--- src/sv/pmd_pkg.sv ---
package pmd_pkg;

  localparam int unsigned MulW    = 33;
  localparam int unsigned ProdW   = 64;
  localparam int unsigned CfgIdxW = 3;
  localparam int unsigned CfgDatW = 32;
  localparam int unsigned IntegW  = 40;

  localparam logic [12:0] PWM_MAX = 13'd5000;

  typedef enum logic [CfgIdxW-1:0] {
    REG_TARGET_COUNT    = 3'd0,
    REG_KP_GAIN         = 3'd1,
    REG_KI_GAIN         = 3'd2,
    REG_VOLTAGE_LIMIT   = 3'd3,
    REG_DEADBAND_VOLTS  = 3'd4,
    REG_PWM_PER_VOLT    = 3'd5,
    REG_DEAD_ZONE_PWM   = 3'd6,
    REG_DEAD_ZONE_VOLTS = 3'd7
  } cfg_reg_e;

  typedef enum logic [1:0] {
    DIR_STOP = 2'd0,
    DIR_FWD  = 2'd1,
    DIR_BWD  = 2'd2
  } dir_e;

  // Request to the shared multiplier: operands are already sign or zero extended.
  typedef struct packed {
    logic                   en;
    logic signed [MulW-1:0] a;
    logic signed [MulW-1:0] b;
  } mul_req_t;

endpackage

--- src/sv/pmd_mul.sv ---
module pmd_mul
  import pmd_pkg::*;
(
  input  logic             clk_i,
  input  mul_req_t         req_i,
  output logic [ProdW-1:0] prod_o
);

  logic signed [2*MulW-1:0] full;
  logic        [ProdW-1:0]  prod_q;

  assign full = req_i.a * req_i.b;

  // Hold the product until the next request.
  always_ff @(posedge clk_i) begin
    if (req_i.en) begin
      prod_q <= full[ProdW-1:0];
    end
  end

  assign prod_o = prod_q;

endmodule

--- config.mk ---
export PLATFORM = sky130hd
export DESIGN_NAME = pmd_mul
export DESIGN_NICKNAME = d
export VERILOG_FILES = /design/src/sv/pmd_pkg.sv /design/src/sv/pmd_mul.sv
export SDC_FILE = /design/constraint.sdc
export NUM_CORES = 2
export LEC_CHECK = 0
export BUFFER_PORTS_ARGS = -buffer_cell sky130_fd_sc_hd__buf_2
export CAP_MARGIN = 20
export CORE_UTILIZATION = 67
export CTS_BUF_LIST = sky130_fd_sc_hd__clkbuf_8
export DETAILED_ROUTE_END_ITERATION = 8
export PLACE_DENSITY = 0.89
export SYNTH_ARGS = -nofsm -noshare
export SYNTH_HDL_FRONTEND = slang
export SYNTH_SLANG_ARGS = --single-unit
--- constraint.sdc ---
create_clock -name clk_i -period 8.6 [get_ports clk_i]
set_input_delay 0.43 -clock clk_i [delete_from_list [all_inputs] [get_ports clk_i]]
set_output_delay 0.43 -clock clk_i [all_outputs]
set_load 0.02 [all_outputs]
==> results.sh <==
export IMPL_flow_area_growth_from_synthesis_pct=3.80
export IMPL_path_cells="buf_2 -> and2_1 -> fa_1 -> fa_1 -> fa_1 -> inv_1 -> fa_1 -> inv_1 -> fa_1 -> fa_1 -> fa_1 -> inv_1 -> fa_1 -> inv_1 -> ha_1 -> a21o_1 -> a21o_1 -> a21oi_1 -> nand2_1 -> o31ai_2 -> o211ai_1 -> a21oi_1 -> xnor2_1"
export IMPL_initial_core_util_pct=68.0
export IMPL_drtIter0Drc=2302
export IMPL_die_height_um=247
export IMPL_die_width_um=247
export IMPL_filler_cell_count=4057
export IMPL_cpMaxStageDelayCell="sky130_fd_sc_hd__fa_1"
export IMPL_placedInstanceArea_um2=41500
export IMPL_dpl_hpwl_um=89900
export IMPL_seqCellArea_um2=1920
export IMPL_grt_pass1_vias=33200
export IMPL_grt_max_degree=65
export IMPL_final_antenna_net_count=0
export IMPL_flip_flop_count_of_the_largest_register_after_layout=64
export IMPL_totalWireLength_um=106000
export IMPL_cts_max_path_buffers=2
export IMPL_grt_use_total_pct=37.0
export IMPL_rsz0062_at_grt="false"
export IMPL_tritoncts="done"
export IMPL_synth_warnings=0
export IMPL_status="finished with violations"
export IMPL_netlist_instances=4207
export IMPL_cts_made_buffers=9
export IMPL_synth_flop_cell="sky130_fd_sc_hd__edfxtp_1"
export IMPL_finalSetupViolations=0
export IMPL_cts_root_buffer_cell="sky130_fd_sc_hd__clkbuf_8"
export IMPL_min_period_ps=8120
export IMPL_crit_path_end_kind="flop"
export IMPL_avgViaCountPerCell=5.87
export IMPL_cell_type_with_the_highest_occurrence_count_on_the_critical_path="sky130_fd_sc_hd__fa_1"
export IMPL_vias=29200
export IMPL_total_negative_slack_ps=0
export IMPL_timing_critical_path_from_type="input port"
export IMPL_post_synth_edffs=64
export IMPL_hold_viol_final=0
export IMPL_synthesized_area_per_cell_um2=9.55
export IMPL_floorplan_io_pins=132
export IMPL_core_um2=59100
export IMPL_synth_largest_area_cell="sky130_fd_sc_hd__fa_1"
export IMPL_fmaxAchievable_mhz=123
export IMPL_timing_final_crit_share_pct=94.4
export IMPL_crit_fanout=33
export IMPL_post_synth_num_cell_types=57
export IMPL_place_gp_congestion=0.944
export IMPL_floorplan_die_area_um2=61000
export IMPL_maxSlewHeadroom_pct=28.7
export IMPL_cts_sink_count=64
export IMPL_seq_area_frac_synth_pct=4.78
export IMPL_ys_seq_elements=64
export IMPL_drv_max_cap_violation_count=0
export IMPL_overflow=0
export IMPL_synth_top_cells_by_area="sky130_fd_sc_hd__fa_1, sky130_fd_sc_hd__inv_1, sky130_fd_sc_hd__and2_1"
export IMPL_multi_input_comb_area_um2=33400
export IMPL_detailedRoute_firstPassIterationCount=8
export IMPL_postSynthNetCount=5612
export IMPL_yosys_area_top_type_share_pct=56.0
export IMPL_worst_endpoint_required_ps=8720
export IMPL_final_layout_size_suffix_gt1_share_pct=5.45
export IMPL_top_cells_by_count_synth="sky130_fd_sc_hd__fa_1, sky130_fd_sc_hd__inv_1, sky130_fd_sc_hd__and2_1"
export IMPL_antenna_found_initial=5
export IMPL_synthMostInstantiatedCell="sky130_fd_sc_hd__fa_1"
export IMPL_synthArstFlopShare_pct=0
export IMPL_final_max_slew_viol_count=0
export IMPL_worstMarginPinSlew_ps=1070
export IMPL_syn_area_um2=40200
export IMPL_placement_io_buffers=131
export IMPL_drc=32
export IMPL_hold_path_class="input port to flop"
export IMPL_postCtsSetupBuffers=0
export IMPL_placement_rows=89
export IMPL_grt_first_pass_wirelength_um=170000
export IMPL_cp_slowest_stage_delay_ps=730
export IMPL_final_design_area_no_fill_um2=41700
export IMPL_worstSetupPathType="input port to flop"
export IMPL_clkTransAtPathRegs_ps=90
export IMPL_htree_num_levels=3
export IMPL_wl_per_cell_um=21.3
export IMPL_failed_checks="design-rule violations"
export IMPL_final_net_count=5605
export IMPL_cp_data_arrival_time_ps=8240
[metrics by stage]
| stage | setup slack (ps) | util (%) | std cells | hold slack, ps |
|---|---|---|---|---|
| 6_report | 481 | 70.5 | 4984 | 769 |
| 5_1_grt | 167 | 70.5 | 4981 | 806 |
| 2_1_floorplan | 769 | - | 4207 | 542 |
| 3_5_place_dp | 27.4 | 70.2 | 4962 | 876 |
| 4_1_cts | 399 | 70.5 | 4978 | 771 |
| 3_3_place_gp | 329 | 70.2 | 4962 | 872 |
[what timing repair did]
action	CTS	global route
hold buffers	0	0
resized for setup	0	1
setup endpoints to repair	0	1
[critical path: cells and delay by family]
kind	cells	cell delay, ps
buffers and inverters	5	1170
adder cells (fa/ha/maj)	9	4720
AND/OR/NAND/NOR	2	340
XOR/XNOR	1	120
AO/OA/AOI/OAI	6	1460
[cell usage in the layout, fill, tap and decap left out, types with 21 or more instances in the layout]
| cell type | instances |
|---|---|
| sky130_fd_sc_hd__a21oi_1 | 69 |
| sky130_fd_sc_hd__and2_1 | 548 |
| sky130_fd_sc_hd__buf_2 | 131 |
| sky130_fd_sc_hd__buf_4 | 73 |
| sky130_fd_sc_hd__edfxtp_1 | 64 |
| sky130_fd_sc_hd__fa_1 | 1125 |
| sky130_fd_sc_hd__ha_1 | 212 |
| sky130_fd_sc_hd__inv_1 | 1086 |
| sky130_fd_sc_hd__nand2_1 | 547 |
| sky130_fd_sc_hd__nor2b_1 | 32 |
| sky130_fd_sc_hd__o21ai_0 | 29 |
| sky130_fd_sc_hd__xnor2_1 | 55 |
| sky130_fd_sc_hd__xor2_1 | 21 |
[final cells by class]
type	instances	area share (%)
Timing Repair Buffer	204	2.89
Multi-Input combinational cell	2835	80.0
Sequential cell	64	4.61
Clock buffer	9	0.297
Clock inverter	7	0.114
Tap cell	773	2.32
Antenna cell	6	0.0360
Inverter	1086	9.77
[kinds of logic after synthesis]
logic type,synth area share (%)
adders and majority gates,62.6
and+or+nand+nor,15.5
AOI/OAI and AO/OA,3.20
xor gates and xnor gates,1.66
DFF,4.78
muxes,0.0249
buffers and inverters,12.2
[final timing paths]
path / startpoint / end / cells past startpoint
worst max-delay path: req_i[2] / prod_o[63] / 23
worst min-delay path: req_i[66] / prod_o[62] / 2
[layer usage]
layer  global-route usage [%]  routed length [um]
met1                     41.7               33300
met2                     61.8               53000
met3                     6.37                9230
met4                     30.5               10600
met5                        0                  10
Power is left out: the tool's default activity adds up to more than one toggle a clock period on the data nets, which glitch-free logic cannot reach.
